--- src/design/hfed_pkg.sv ---
// hfed_pkg: shared constants and types of the head/foot event delimiter.
// No dependencies; used by head_foot_event_delimiter.
package hfed_pkg;

  // Default framing and position widths
  localparam int HEAD_BYTES_DEFAULT    = 4;
  localparam int FOOT_BYTES_DEFAULT    = 4;
  localparam int POSITION_BITS_DEFAULT = 32;

  // Register file: index taken from paddr[2]
  localparam int          CFG_ADDR_BITS    = 3;
  localparam logic [0:0]  REG_HEAD_PATTERN = 1'b0;
  localparam logic [0:0]  REG_FOOT_PATTERN = 1'b1;

  // Reports and the result queue
  localparam int REPORT_BITS   = 32;
  localparam int OUT_DEPTH     = 4;
  localparam int OUT_PTR_BITS  = 2;
  localparam int OUT_CNT_BITS  = 3;

  typedef struct packed {
    logic [REPORT_BITS-1:0] ev_start;
    logic [REPORT_BITS-1:0] ev_stop;
    logic                   abn;
    logic                   last;
  } report_t;

endpackage

--- src/design/head_foot_event_delimiter.sv ---
// head_foot_event_delimiter: finds head/foot framed events in a byte stream.
// Depends on hfed_pkg (constants, report_t).
//
//  channel | direction | handshake            | payload
//  --------+-----------+----------------------+-------------------------------------------
//  in      | sink      | in_valid / in_stall  | data_byte[7:0], end_of_data
//  out     | source    | out_valid / out_stall| event_start[31:0], event_end[31:0],
//          |           |                      | abnormal, last_of_run
//  cfg     | APB slave | psel/penable/pready  | paddr[2:0], pwdata/prdata[31:0]
//
// One byte is taken per cycle. A byte is held in the input register, then the
// match and judging logic updates the stream state and pushes 0..2 reports into a
// 4-entry result queue; the next byte enters in the same cycle.
// The input stalls only when the queue could not absorb two more reports, so the
// sustained rate is one byte per cycle as long as the sink takes one report per cycle.
// rst is synchronous and clears the stream state, the queue and both patterns.
// A stalled report holds at the outputs until the transfer completes.
module head_foot_event_delimiter #(
  parameter int HEAD_BYTES    = hfed_pkg::HEAD_BYTES_DEFAULT,
  parameter int FOOT_BYTES    = hfed_pkg::FOOT_BYTES_DEFAULT,
  parameter int POSITION_BITS = hfed_pkg::POSITION_BITS_DEFAULT
) (
  input  logic                              clk,
  input  logic                              rst,
  // input stream
  input  logic                              in_valid,
  output logic                              in_stall,
  input  logic [7:0]                        data_byte,
  input  logic                              end_of_data,
  // event reports
  output logic                              out_valid,
  input  logic                              out_stall,
  output logic [hfed_pkg::REPORT_BITS-1:0]  event_start,
  output logic [hfed_pkg::REPORT_BITS-1:0]  event_end,
  output logic                              abnormal,
  output logic                              last_of_run,
  // configuration
  input  logic                              psel,
  input  logic                              penable,
  input  logic                              pwrite,
  input  logic [hfed_pkg::CFG_ADDR_BITS-1:0] paddr,
  input  logic [31:0]                       pwdata,
  output logic [31:0]                       prdata,
  output logic                              pready
);

  // Window covers the longer of the two patterns; a start is judged once all
  // of its bytes are in the window.
  localparam int WIN       = (HEAD_BYTES > FOOT_BYTES) ? HEAD_BYTES : FOOT_BYTES;
  localparam int SEEN_BITS = $clog2(WIN + 1);
  localparam int PW1       = POSITION_BITS + 1;
  // earliest-start sources: the register, a head at slot u, a foot at slot u
  localparam int SRC       = 2 * WIN + 1;
  localparam logic [POSITION_BITS-1:0] POS_MAX = {POSITION_BITS{1'b1}};

  // ---------------------------------------------------------------------------
  // Configuration registers
  // ---------------------------------------------------------------------------
  logic [31:0] head_pattern;
  logic [31:0] foot_pattern;
  logic        cfg_wr;

  assign pready = 1'b1;
  assign cfg_wr = psel && penable && pwrite && pready;

  always_ff @(posedge clk) begin
    if (rst) begin
      head_pattern <= '0;
      foot_pattern <= '0;
    end else if (cfg_wr) begin
      unique case (paddr[2])
        hfed_pkg::REG_HEAD_PATTERN: head_pattern <= pwdata;
        hfed_pkg::REG_FOOT_PATTERN: foot_pattern <= pwdata;
        default: ;
      endcase
    end
  end

  always_comb begin
    unique case (paddr[2])
      hfed_pkg::REG_HEAD_PATTERN: prdata = head_pattern;
      hfed_pkg::REG_FOOT_PATTERN: prdata = foot_pattern;
      default:                    prdata = '0;
    endcase
  end

  // ---------------------------------------------------------------------------
  // Input register
  // ---------------------------------------------------------------------------
  logic       s1_valid;
  logic [7:0] s1_byte;
  logic       s1_eod;
  logic       room;
  logic       advance;

  assign in_stall = s1_valid && !room;
  assign advance  = s1_valid && room;

  always_ff @(posedge clk) begin
    if (rst) begin
      s1_valid <= 1'b0;
    end else if (!in_stall) begin
      s1_valid <= in_valid;
    end
  end

  always_ff @(posedge clk) begin
    if (!in_stall && in_valid) begin
      s1_byte <= data_byte;
      s1_eod  <= end_of_data;
    end
  end

  // ---------------------------------------------------------------------------
  // Stream state
  // ---------------------------------------------------------------------------
  logic [POSITION_BITS-1:0] byte_position;
  logic [7:0]               recent_bytes [WIN];
  logic                     inside_event;
  logic [POSITION_BITS-1:0] open_head_position;
  logic [POSITION_BITS-1:0] earliest_match_start;
  logic [SEEN_BITS-1:0]     seen_count;

  logic [7:0]               rb_next [WIN];
  logic [SEEN_BITS-1:0]     seen_next;
  logic [PW1-1:0]           pos_sum;
  logic [POSITION_BITS-1:0] pos_next;

  always_comb begin
    rb_next[0] = s1_byte;
    for (int i = 1; i < WIN; i++) begin
      rb_next[i] = recent_bytes[i-1];
    end
  end

  assign seen_next = (seen_count < SEEN_BITS'(WIN)) ? seen_count + 1'b1 : seen_count;
  assign pos_sum   = {1'b0, byte_position} + PW1'(1);
  assign pos_next  = pos_sum[POSITION_BITS] ? POS_MAX : pos_sum[POSITION_BITS-1:0];

  // ---------------------------------------------------------------------------
  // Per-slot match logic. Slot t judges the start k = WIN-1-t bytes back from
  // the newest byte; slot 0 is judged every byte, the others only at end of data.
  // All position compares run in parallel; the judging chain below only muxes.
  // ---------------------------------------------------------------------------
  logic [63:0]              head64;
  logic [63:0]              foot64;
  logic [WIN-1:0]           head_hit;
  logic [WIN-1:0]           foot_hit;
  logic [WIN-1:0]           slot_ok;
  logic [POSITION_BITS-1:0] s_pos [WIN];
  logic [POSITION_BITS-1:0] s_head [WIN];   // saturated start + HEAD_BYTES
  logic [POSITION_BITS-1:0] s_foot [WIN];   // saturated start + FOOT_BYTES
  logic [WIN-1:0]           ov_head;
  logic [WIN-1:0]           ov_foot;
  logic [SRC-1:0]           ge [WIN];       // start of slot t >= each earliest source

  assign head64 = {32'b0, head_pattern};
  assign foot64 = {32'b0, foot_pattern};

  always_comb begin
    for (int t = 0; t < WIN; t++) begin
      head_hit[t] = ((WIN - t) >= HEAD_BYTES);
      foot_hit[t] = ((WIN - t) >= FOOT_BYTES);
      for (int i = 0; i < HEAD_BYTES; i++) begin
        if (i <= WIN - 1 - t) begin
          if (rb_next[WIN-1-t-i] != head64[8*(HEAD_BYTES-1-i) +: 8]) begin
            head_hit[t] = 1'b0;
          end
        end
      end
      for (int i = 0; i < FOOT_BYTES; i++) begin
        if (i <= WIN - 1 - t) begin
          if (rb_next[WIN-1-t-i] != foot64[8*(FOOT_BYTES-1-i) +: 8]) begin
            foot_hit[t] = 1'b0;
          end
        end
      end
    end
  end

  always_comb begin
    logic [PW1-1:0] sum_h;
    logic [PW1-1:0] sum_f;
    for (int t = 0; t < WIN; t++) begin
      s_pos[t]   = byte_position - POSITION_BITS'(WIN - 1 - t);
      sum_h      = {1'b0, s_pos[t]} + PW1'(HEAD_BYTES);
      sum_f      = {1'b0, s_pos[t]} + PW1'(FOOT_BYTES);
      ov_head[t] = sum_h[POSITION_BITS];
      ov_foot[t] = sum_f[POSITION_BITS];
      s_head[t]  = ov_head[t] ? POS_MAX : sum_h[POSITION_BITS-1:0];
      s_foot[t]  = ov_foot[t] ? POS_MAX : sum_f[POSITION_BITS-1:0];
      slot_ok[t] = (t == 0 || s1_eod)
                && (SEEN_BITS'(WIN - 1 - t) < seen_next)
                && (POSITION_BITS'(WIN - 1 - t) <= byte_position);
    end
  end

  // Earlier slot u set the bound to start_u + L: slot t is t-u bytes later, so
  // it clears the bound by distance, or by both sitting at the saturated end.
  always_comb begin
    for (int t = 0; t < WIN; t++) begin
      ge[t]    = '0;
      ge[t][0] = (s_pos[t] >= earliest_match_start);
      for (int u = 0; u < t; u++) begin
        ge[t][1+u]     = ((t - u) >= HEAD_BYTES) || ((s_pos[t] == POS_MAX) && ov_head[u]);
        ge[t][1+WIN+u] = ((t - u) >= FOOT_BYTES) || ((s_pos[t] == POS_MAX) && ov_foot[u]);
      end
    end
  end

  // ---------------------------------------------------------------------------
  // Judging chain, in increasing start order. The bound on the next counted
  // start is tracked as a one-hot source select.
  // ---------------------------------------------------------------------------
  hfed_pkg::report_t        rep [2];
  logic [1:0]               n_rep;
  logic                     inside_v;
  logic [POSITION_BITS-1:0] open_v;
  logic [SRC-1:0]           src_sel;
  logic [POSITION_BITS-1:0] earliest_v;

  always_comb begin
    inside_v = inside_event;
    open_v   = open_head_position;
    src_sel  = SRC'(1);
    n_rep    = 2'd0;
    rep[0]   = '0;
    rep[1]   = '0;
    for (int t = 0; t < WIN; t++) begin
      if (slot_ok[t] && |(src_sel & ge[t])) begin
        if (!inside_v) begin
          if (head_hit[t]) begin
            inside_v = 1'b1;
            open_v   = s_pos[t];
            src_sel  = SRC'(1) << (1 + t);
          end
        end else if (foot_hit[t]) begin
          // normal close: foot wins over a head at the same start
          if (n_rep < 2'd2) begin
            rep[n_rep[0]] = '{ev_start: 32'(open_v), ev_stop: 32'(s_foot[t]),
                              abn: 1'b0, last: 1'b0};
            n_rep = n_rep + 2'd1;
          end
          inside_v = 1'b0;
          src_sel  = SRC'(1) << (1 + WIN + t);
        end else if (head_hit[t]) begin
          // cut at a new head, which opens the next event
          if (n_rep < 2'd2) begin
            rep[n_rep[0]] = '{ev_start: 32'(open_v), ev_stop: 32'(s_pos[t]),
                              abn: 1'b1, last: 1'b0};
            n_rep = n_rep + 2'd1;
          end
          open_v  = s_pos[t];
          src_sel = SRC'(1) << (1 + t);
        end
      end
    end
    // data end closes an open event
    if (s1_eod && inside_v && n_rep < 2'd2) begin
      rep[n_rep[0]] = '{ev_start: 32'(open_v), ev_stop: 32'(pos_next),
                        abn: 1'b1, last: 1'b0};
      n_rep = n_rep + 2'd1;
    end
    if (n_rep == 2'd1) begin
      rep[0].last = 1'b1;
    end else if (n_rep == 2'd2) begin
      rep[1].last = 1'b1;
    end
  end

  always_comb begin
    earliest_v = earliest_match_start;
    for (int u = 0; u < WIN; u++) begin
      if (src_sel[1+u])     earliest_v = s_head[u];
      if (src_sel[1+WIN+u]) earliest_v = s_foot[u];
    end
  end

  // End of data returns the stream to its reset state; recent_bytes is gated
  // by seen_count and needs no clearing.
  always_ff @(posedge clk) begin
    if (rst) begin
      byte_position        <= '0;
      inside_event         <= 1'b0;
      open_head_position   <= '0;
      earliest_match_start <= '0;
      seen_count           <= '0;
    end else if (advance) begin
      if (s1_eod) begin
        byte_position        <= '0;
        inside_event         <= 1'b0;
        open_head_position   <= '0;
        earliest_match_start <= '0;
        seen_count           <= '0;
      end else begin
        byte_position        <= pos_next;
        inside_event         <= inside_v;
        open_head_position   <= open_v;
        earliest_match_start <= earliest_v;
        seen_count           <= seen_next;
      end
    end
  end

  always_ff @(posedge clk) begin
    if (advance) begin
      recent_bytes <= rb_next;
    end
  end

  // ---------------------------------------------------------------------------
  // Result queue: up to two pushes and one pop per cycle
  // ---------------------------------------------------------------------------
  hfed_pkg::report_t                   out_q [hfed_pkg::OUT_DEPTH];
  logic [hfed_pkg::OUT_PTR_BITS-1:0]   wr_ptr;
  logic [hfed_pkg::OUT_PTR_BITS-1:0]   rd_ptr;
  logic [hfed_pkg::OUT_CNT_BITS-1:0]   q_count;
  logic [hfed_pkg::OUT_CNT_BITS-1:0]   q_count_next;
  logic [hfed_pkg::OUT_CNT_BITS-1:0]   push_n;
  logic                                pop;

  assign pop    = out_valid && !out_stall;
  // two free entries after this cycle's pop
  assign room   = (q_count - hfed_pkg::OUT_CNT_BITS'(pop))
               <= hfed_pkg::OUT_CNT_BITS'(hfed_pkg::OUT_DEPTH - 2);
  assign push_n = advance ? hfed_pkg::OUT_CNT_BITS'(n_rep) : '0;
  assign q_count_next = q_count - hfed_pkg::OUT_CNT_BITS'(pop) + push_n;

  always_ff @(posedge clk) begin
    if (rst) begin
      wr_ptr  <= '0;
      rd_ptr  <= '0;
      q_count <= '0;
    end else begin
      wr_ptr  <= wr_ptr + hfed_pkg::OUT_PTR_BITS'(push_n);
      rd_ptr  <= rd_ptr + hfed_pkg::OUT_PTR_BITS'(pop);
      q_count <= q_count_next;
    end
  end

  always_ff @(posedge clk) begin
    if (advance) begin
      if (n_rep != 2'd0) begin
        out_q[wr_ptr] <= rep[0];
      end
      if (n_rep == 2'd2) begin
        out_q[wr_ptr + 1'b1] <= rep[1];
      end
    end
  end

  assign out_valid   = (q_count != '0);
  assign event_start = out_q[rd_ptr].ev_start;
  assign event_end   = out_q[rd_ptr].ev_stop;
  assign abnormal    = out_q[rd_ptr].abn;
  assign last_of_run = out_q[rd_ptr].last;

endmodule

--- config.mk ---
export PLATFORM = sky130hd
export DESIGN_NAME = head_foot_event_delimiter
export DESIGN_NICKNAME = d
export VERILOG_FILES = /design/src/design/hfed_pkg.sv /design/src/design/head_foot_event_delimiter.sv
export SDC_FILE = /design/constraint.sdc
export NUM_CORES = 1
export LEC_CHECK = 0
export ABC_AREA = 1
export BUFFER_PORTS_ARGS = -buffer_cell sky130_fd_sc_hd__buf_2
export CORE_ASPECT_RATIO = 1.5
export CORE_MARGIN = 3
export CORE_UTILIZATION = 40
export CTS_CLUSTER_SIZE = 28
export DETAILED_ROUTE_END_ITERATION = 8
export HOLD_SLACK_MARGIN = 0.06
export PLACE_DENSITY_LB_ADDON = 0.05
export SLEW_MARGIN = 25
export SYNTH_ARGS = -nofsm -noshare
export SYNTH_HDL_FRONTEND = slang
export SYNTH_SLANG_ARGS = --single-unit
export TNS_END_PERCENT = 20
--- constraint.sdc ---
create_clock -name clk -period 12.3 [get_ports clk]
set_input_delay 2.46 -clock clk [delete_from_list [all_inputs] [get_ports clk]]
set_output_delay 2.46 -clock clk [all_outputs]
set_load 0.03 [all_outputs]
==> metrics.txt, run 1 <==
# TYPE chip_impl_metric gauge
chip_impl_info{name="status",value="complete, no violations"} 1
chip_impl_metric{name="setup_total_negative_slack",unit="ns"} 0
chip_impl_metric{name="post_synthesis_mean_instance_area",unit="µm²"} 7.18
chip_impl_metric{name="p_switching",unit="µW"} 1220
chip_impl_metric{name="drtIter0Drc",unit=""} 1951
chip_impl_info{name="cp-end-kind",value="flop"} 1
chip_impl_metric{name="remaining_drc_errors",unit=""} 0
chip_impl_metric{name="worst-endpoint-required",unit="ns"} 12.53
chip_impl_metric{name="share_comb_of_total_power",unit="%"} 17.7
chip_impl_metric{name="drt-wirelength-per-cell",unit="µm"} 21.4
chip_impl_metric{name="initial_core_util",unit="%"} 40.7
chip_impl_info{name="cts_tree",value="built"} 1
chip_impl_metric{name="yosys_warnings",unit=""} 0
chip_impl_metric{name="dr_total_vias",unit=""} 25308
chip_impl_metric{name="cts_resized",unit=""} 0
chip_impl_metric{name="core-area",unit="mm²"} 0.0672
chip_impl_metric{name="critPathMaxFanout",unit=""} 47
chip_impl_metric{name="grt_pass1_vias",unit=""} 24295
chip_impl_metric{name="rows",unit=""} 116
chip_impl_metric{name="final_wirelength",unit="µm"} 102000
chip_impl_metric{name="dpl_cell_area",unit="mm²"} 0.0287
chip_impl_metric{name="cp.arrival",unit="ns"} 7.93
chip_impl_metric{name="cts_buffers",unit=""} 50
chip_impl_metric{name="port-buffer-count",unit=""} 148
chip_impl_metric{name="clk_transition_reported_paths",unit="ns"} 0.06
chip_impl_metric{name="irDropWorstVdd",unit="V"} 0.000102
chip_impl_metric{name="post-route-cell-area",unit="mm²"} 0.0302
chip_impl_info{name="ctsRootBufferMaster",value="clkbuf_16"} 1
chip_impl_metric{name="final.setup_skew",unit="ns"} 0.0169
chip_impl_metric{name="layout-drive-gt1-share",unit="%"} 8.65
chip_impl_metric{name="cap_violations",unit=""} 0
chip_impl_metric{name="floorplan.die.height",unit="µm"} 326
chip_impl_metric{name="final-instance-count-excl-fill",unit=""} 4759
chip_impl_info{name="layout.cells.most_common",value="nand2_1"} 1
chip_impl_metric{name="intPower",unit="µW"} 2650
chip_impl_metric{name="antenna_found_initial",unit=""} 0
chip_impl_metric{name="multi_input_comb_area",unit="mm²"} 0.0135
chip_impl_metric{name="final_max_slew_viol_count",unit=""} 0
chip_impl_info{name="rsz0062_at_grt",value="false"} 1
chip_impl_metric{name="grt_pass1_wl",unit="µm"} 152000
chip_impl_metric{name="ff_latch_area",unit="mm²"} 0.0124
chip_impl_info{name="worst_hold_path_type",value="flop to flop"} 1
chip_impl_metric{name="dr.pass1.iters",unit=""} 6
chip_impl_metric{name="design_power_total",unit="µW"} 3870
chip_impl_metric{name="antenna_left",unit=""} 0
chip_impl_metric{name="width_of_the_chip",unit="µm"} 220
chip_impl_metric{name="post_cts_setup_inserts",unit=""} 0
chip_impl_metric{name="switching_share",unit="%"} 31.6
chip_impl_info{name="timing_worst_setup_path_type",value="flop to flop"} 1
chip_impl_metric{name="finalSetupViolations",unit=""} 0
chip_impl_metric{name="clkPwrFrac",unit="%"} 37.7
chip_impl_metric{name="worst_pin_slew",unit="ns"} 1.07
chip_impl_metric{name="htree_levels",unit=""} 2
chip_impl_info{name="top_library_cells_by_usage_in_the_layout_fill_and_taps_aside",value="1467 x nand2_1, 445 x nor2_1, 297 x edfxtp_1"} 1
chip_impl_metric{name="fillerInstances",unit=""} 7065
chip_impl_metric{name="ctsHoldBuffers",unit=""} 0
chip_impl_metric{name="synth.yosys.seq_area_share",unit="%"} 45.2
chip_impl_metric{name="cts.path.max_buffers",unit=""} 3
chip_impl_metric{name="grt_start_max_net_pins",unit=""} 97
chip_impl_metric{name="power_per_cell_area",unit="mW/mm²"} 128
chip_impl_metric{name="worst_skew_pair.late_latency",unit="ns"} 0.62
chip_impl_metric{name="syn-num-nets",unit=""} 3906
chip_impl_metric{name="num_clock_sinks",unit=""} 469
chip_impl_metric{name="post_synthesis_cells",unit=""} 3811
chip_impl_metric{name="synth_cell_type_count",unit=""} 44
chip_impl_info{name="setup.worst_path.start_class",value="flop"} 1
chip_impl_metric{name="synth-seq-cells",unit=""} 469
chip_impl_metric{name="slew_headroom",unit="%"} 28.6
chip_impl_metric{name="design.portCount",unit=""} 152
chip_impl_metric{name="dieArea",unit="mm²"} 0.0716
chip_impl_metric{name="weighted_congestion_at_the_end_of_routability_driven_global_placement",unit=""} 0.982
chip_impl_metric{name="fin_crit_sh",unit="%"} 62.6
chip_impl_metric{name="leakagePower",unit="µW"} 0.0129
chip_impl_metric{name="area_growth_syn_to_layout",unit="%"} 10.5
chip_impl_metric{name="placedCellCount",unit=""} 4661
chip_impl_metric{name="max_clock_freq",unit="GHz"} 0.130
chip_impl_metric{name="sequentialPowerShare",unit="%"} 44.7
chip_impl_metric{name="final_period_minus_worst_setup_slack",unit="ns"} 7.70
chip_impl_metric{name="route.detailed.vias_per_inst",unit=""} 5.32
chip_impl_metric{name="global_route.overflow_total",unit=""} 0
chip_impl_metric{name="timing.final.hold_violations",unit=""} 0
chip_impl_metric{name="final.hold.worst_slack",unit="ns"} 0.462
chip_impl_metric{name="grt_util_all_layers",unit="%"} 28.0
chip_impl_metric{name="finalNetCount",unit=""} 3925
chip_impl_metric{name="detailedPlacementHpwl",unit="µm"} 66000
chip_impl_metric{name="synth.cell_area",unit="mm²"} 0.0274
## power by group through the flow
stage | Sequential, µW | Clock [µW] | Combinational [µW]
global route | 1730 | 1540 | 738
finish | 1730 | 1460 | 684
global placement | 1760 | 0 | 691
CTS | 1730 | 1490 | 695
floorplan | 1750 | 0 | 448
detailed placement | 1760 | 0 | 693
## metrics by stage
stage                     worst slack, ns  util [%]
after CTS                            4.52      44.9
after global placement               4.50      42.6
after global routing                 4.14      45.0
after floorplan                      2.01         -
after detailed placement             4.56      42.6
final                                4.60      45.0
## synthesized netlist by cell type (all sizes together)
cell    count  share of area (%)
a21o        3              0.082
a21oi     146                2.7
a31oi       2               0.10
and3        1              0.023
buf        71                1.4
clkbuf    149                2.0
clkinv      9               0.13
conb        1              0.014
dfxtp     172                 13
edfxtp    297                 33
fa          1              0.073
ha         43                2.0
inv       177                2.4
nand2    1479                 20
nand3     277                5.1
nand4      31               0.71
nor2      475                6.9
nor3       29               0.63
nor4        7               0.16
o211ai      6               0.16
o21a        3              0.082
o21ai     264                4.9
o21bai      1              0.027
o22ai      66                1.5
or2         5               0.11
xnor2      39                1.3
xor2       57                1.8
## layer usage
metal	global-route usage (%)	vias up	share of wire (%)
met5	0	-	0
met4	10.4	0	4.0
met3	3.21	169	5.0
met2	50.6	762	51
met1	33.8	11904	40
li1	-	12473	-
## critical path, stage by stage, from the launching register on
cell and delay, ns:
dfxtp_1 0.40, ha_1 0.32, inv_1 0.15, nand2_2 0.12, nor2_8 0.26, nand2_1 0.22
nor2_1 0.14, nand2_1 0.06, nand2_1 0.17, inv_1 0.13, ha_1 0.29, nand2_1 0.05
nor2_1 0.10, nand2_1 0.09, nor4_1 0.46, nand3_1 0.14, nand3_1 0.18, nand3_1 0.63
nand2_1 0.31, ha_1 0.18, nand2_1 0.23, nor2_4 0.76, inv_2 0.52, o21ai_4 0.38
buf_16 0.24, buf_4 0.70
## final cells by class
| class | instances | area share (%) |
|---|---|---|
| Inverter | 186 | 2.33 |
| Clock inverter | 20 | 0.468 |
| Multi-Input combinational cell | 2936 | 44.5 |
| Timing Repair Buffer | 187 | 3.56 |
| Clock buffer | 74 | 4.51 |
| Tap cell | 885 | 3.66 |
| Antenna cell | 2 | 0.0166 |
| Sequential cell | 469 | 40.9 |
## cells by family (layout without fill, tap and decap cells)
logic type               count (synthesis)  after routing  synth area share, %
AND/OR/NAND/NOR                       2304           2304                 34.1
flip-flops                             469            469                 45.2
other                                    1              3               0.0137
AO/OA/AOI/OAI                          491            491                 9.51
buffers and inverters                  406            467                 6.02
adder cells (fa/ha/maj)                 44             44                 2.04
XOR/XNOR                                96             96                 3.10
## sequential cells by signal, summed over array words and instances, names as in the netlist
signal and count:
byte_position 32, rb_next 24, out_q 264, open_head_position 32, seen_count 3, s1_valid 1
rd_ptr 2, inside_event 1, earliest_match_start 32, wr_ptr 2, s1_byte 8, head_pattern 32
foot_pattern 32, q_count 3, s1_eod 1
## path summary, 6_finish.rpt
path,startpoint,end,slack [ns],depth (start not counted)
min reg2reg,earliest_match_start[26]$_SDFFE_PP0P_,earliest_match_start[26]$_SDFFE_PP0P_,0.46,2
max,byte_position[0]$_SDFFE_PP0P_,out_q[3][17]$_DFFE_PP_,4.60,25
min,earliest_match_start[26]$_SDFFE_PP0P_,earliest_match_start[26]$_SDFFE_PP0P_,0.46,2
max reg2reg,byte_position[0]$_SDFFE_PP0P_,out_q[3][17]$_DFFE_PP_,4.60,25
(Power assumes the default switching activity.)
==> inputs of run 2 (changes only) <==
clock period = 7.4 ns   (was 12.3 ns; I/O delays follow)
==> run 2 against run 1 <==
  * Worst setup slack got worse by 3.3 ns
  * Core utilization grew 0.52 points
  * Combinational power grew 64%
  * Clock power is 75% higher
  * Worst hold slack barely moved
  * Power grew 69%
  * Sequential cell count unchanged
  * Final cell count is 0.29% higher
  * Critical endpoint is now out_q[0][62]$_DFFE_PP_
==> metrics.txt, run 2 (same netlist as run 1, synthesis figures left out) <==
# TYPE chip_impl_metric gauge
chip_impl_metric{name="weighted_congestion_at_the_end_of_routability_driven_global_placement",unit=""} 0.985
chip_impl_metric{name="grt_start_max_net_pins",unit=""} 81
chip_impl_metric{name="detailedPlace.worstSlack",unit="ns"} 1.36
chip_impl_metric{name="grt_util_all_layers",unit="%"} 28.2
chip_impl_metric{name="layout-drive-gt1-share",unit="%"} 9.21
chip_impl_metric{name="final.setup_skew",unit="ns"} 0.0392
chip_impl_metric{name="fin_crit_sh",unit="%"} 82.0
chip_impl_metric{name="final_wirelength",unit="µm"} 102000
chip_impl_metric{name="grt_pass1_wl",unit="µm"} 153000
chip_impl_metric{name="cts_resized",unit=""} 0
chip_impl_metric{name="fillerInstances",unit=""} 6938
chip_impl_metric{name="leakagePower",unit="µW"} 0.0131
chip_impl_info{name="layout.cells.most_common",value="nand2_1"} 1
chip_impl_metric{name="cp.arrival",unit="ns"} 6.55
chip_impl_metric{name="antenna_left",unit=""} 0
chip_impl_info{name="setup.worst_path.start_class",value="flop"} 1
chip_impl_metric{name="drtIter0Drc",unit=""} 1881
chip_impl_metric{name="port-buffer-count",unit=""} 148
chip_impl_metric{name="worst_pin_slew",unit="ns"} 0.980
chip_impl_metric{name="antenna_found_initial",unit=""} 3
chip_impl_info{name="cpMostUsedCell",value="nand2_1"} 1
chip_impl_metric{name="width_of_the_chip",unit="µm"} 220
chip_impl_metric{name="rows",unit=""} 116
chip_impl_info{name="cts_tree",value="built"} 1
chip_impl_metric{name="core-area",unit="mm²"} 0.0672
chip_impl_metric{name="final.hold.worst_slack",unit="ns"} 0.463
chip_impl_metric{name="fin_ws",unit="ns"} 1.33
chip_impl_metric{name="clk_transition_reported_paths",unit="ns"} 0.06
chip_impl_metric{name="final_period_minus_worst_setup_slack",unit="ns"} 6.07
chip_impl_metric{name="remaining_drc_errors",unit=""} 0
chip_impl_metric{name="area_growth_syn_to_layout",unit="%"} 11.7
chip_impl_metric{name="buffers_plus_inverters_on_the_worst_setup_path",unit=""} 4
chip_impl_info{name="register_containing_the_most_flip_flops_in_the_final_layout",value="out_q"} 1
chip_impl_metric{name="cts_buffers",unit=""} 51
chip_impl_metric{name="htree_levels",unit=""} 2
chip_impl_metric{name="critPathMaxFanout",unit=""} 42
chip_impl_metric{name="dieArea",unit="mm²"} 0.0716
chip_impl_metric{name="timing.final.hold_violations",unit=""} 0
chip_impl_metric{name="cts.path.max_buffers",unit=""} 3
chip_impl_metric{name="irDropWorstVdd",unit="V"} 0.000179
chip_impl_metric{name="finalNetCount",unit=""} 3941
chip_impl_metric{name="finalCoreUtilization",unit="%"} 45.5
chip_impl_metric{name="worst-endpoint-required",unit="ns"} 7.88
chip_impl_info{name="cp-end-kind",value="flop"} 1
chip_impl_info{name="cp_top_family",value="simple AND/OR/NAND/NOR gates"} 1
chip_impl_metric{name="global_route.overflow_total",unit=""} 0
chip_impl_metric{name="max_clock_freq",unit="GHz"} 0.165
chip_impl_metric{name="floorplan.die.height",unit="µm"} 326
chip_impl_metric{name="multi_input_comb_area",unit="mm²"} 0.0134
chip_impl_metric{name="post_cts_setup_inserts",unit=""} 0
chip_impl_metric{name="final_max_slew_viol_count",unit=""} 0
chip_impl_info{name="rsz0062_at_grt",value="false"} 1
chip_impl_metric{name="post-route-cell-area",unit="mm²"} 0.0306
chip_impl_info{name="timing_worst_setup_path_type",value="flop to flop"} 1
chip_impl_metric{name="cap_violations",unit=""} 0
chip_impl_metric{name="worst_skew_pair.late_latency",unit="ns"} 0.63
chip_impl_metric{name="dr_total_vias",unit=""} 25524
chip_impl_metric{name="num_clock_sinks",unit=""} 469
chip_impl_metric{name="dr.pass1.iters",unit=""} 5
chip_impl_info{name="worst_hold_path_type",value="flop to flop"} 1
chip_impl_metric{name="detailedPlacementHpwl",unit="µm"} 68200
chip_impl_info{name="ctsRootBufferMaster",value="clkbuf_16"} 1
chip_impl_metric{name="route.detailed.vias_per_inst",unit=""} 5.35
chip_impl_metric{name="drt-wirelength-per-cell",unit="µm"} 21.3
chip_impl_metric{name="largest_reg_flops",unit=""} 264
chip_impl_metric{name="slowest_delay",unit="ns"} 0.63
chip_impl_metric{name="setup_total_negative_slack",unit="ns"} 0
chip_impl_metric{name="initial_core_util",unit="%"} 40.7
chip_impl_info{name="status",value="complete, no violations"} 1
chip_impl_metric{name="ctsHoldBuffers",unit=""} 0
chip_impl_metric{name="dpl_cell_area",unit="mm²"} 0.0289
chip_impl_metric{name="ff_latch_area",unit="mm²"} 0.0124
chip_impl_metric{name="design.portCount",unit=""} 152
chip_impl_metric{name="slew_headroom",unit="%"} 34.6
chip_impl_info{name="top_library_cells_by_usage_in_the_layout_fill_and_taps_aside",value="1467 x nand2_1, 445 x nor2_1, 297 x edfxtp_1"} 1
chip_impl_metric{name="finalSetupViolations",unit=""} 0
chip_impl_metric{name="grt_pass1_vias",unit=""} 24698
chip_impl_info{name="standard_cell_with_the_maximum_stage_delay_on_the_critical_path",value="buf_4"} 1
chip_impl_metric{name="power_per_cell_area",unit="mW/mm²"} 214
-- run 2: routing by layer --
| metal | track usage [%] | up-vias | part of all wire, % |
|---|---|---|---|
| met1 | 34.6 | 12068 | 40 |
| met2 | 50.3 | 752 | 51 |
| met3 | 3.03 | 185 | 4.7 |
| met5 | 0 | - | 0.032 |
| li1 | - | 12513 | - |
| met4 | 11.1 | 6 | 4.1 |
-- run 2: through the flow --
step                      instances  power, µW
after floorplan                3811       3660
after global placement         4678       4070
after detailed placement       4678       4080
after CTS                      4771       6630
after global routing           4771       6800
final                          4773       6550
-- run 2: worst register-to-register path, cell delays in order (launching register included) --
cell	delay, ns
dfxtp_1	0.41
ha_1	0.33
inv_1	0.15
nand2_2	0.13
nor2_8	0.25
nand2_1	0.21
nor2_1	0.15
nand2_1	0.05
nand2_1	0.16
inv_1	0.13
ha_1	0.29
nand2_1	0.06
nor2_1	0.10
nand2_1	0.11
nor4_1	0.46
nand3_1	0.13
nand3_1	0.19
nand2_1	0.16
nand2_1	0.14
nand2_1	0.07
nor2_2	0.18
ha_1	0.21
nand2_1	0.24
nor2_4	0.18
buf_4	0.63
buf_4	0.58
nand3_1	0.14
nand2_1	0.11
-- run 2: power breakdown --
| group | switching (µW) | internal, µW |
|---|---|---|
| Clock | 1120 | 1440 |
| Combinational | 844 | 273 |
| Sequential | 64.8 | 2820 |
-- run 2: final timing paths --
path                                                            start                                    end  slack, ns  depth (start not counted)
worst max register to register          byte_position[0]$_SDFFE_PP0P_                 out_q[0][62]$_DFFE_PP_       1.33                         27
worst max-delay path                    byte_position[0]$_SDFFE_PP0P_                 out_q[0][62]$_DFFE_PP_       1.33                         27
worst min-delay path            earliest_match_start[18]$_SDFFE_PP0P_  earliest_match_start[18]$_SDFFE_PP0P_       0.46                          2
worst min register to register  earliest_match_start[18]$_SDFFE_PP0P_  earliest_match_start[18]$_SDFFE_PP0P_       0.46                          2
-- run 2: area by class of cell --
type,instances,area share [%]
Clock inverter,32,0.839
Multi-Input combinational cell,2936,44.0
Timing Repair Buffer,202,4.33
Clock buffer,61,4.43
Inverter,186,2.30
Sequential cell,469,40.5
Antenna cell,2,0.0164
Tap cell,885,3.62
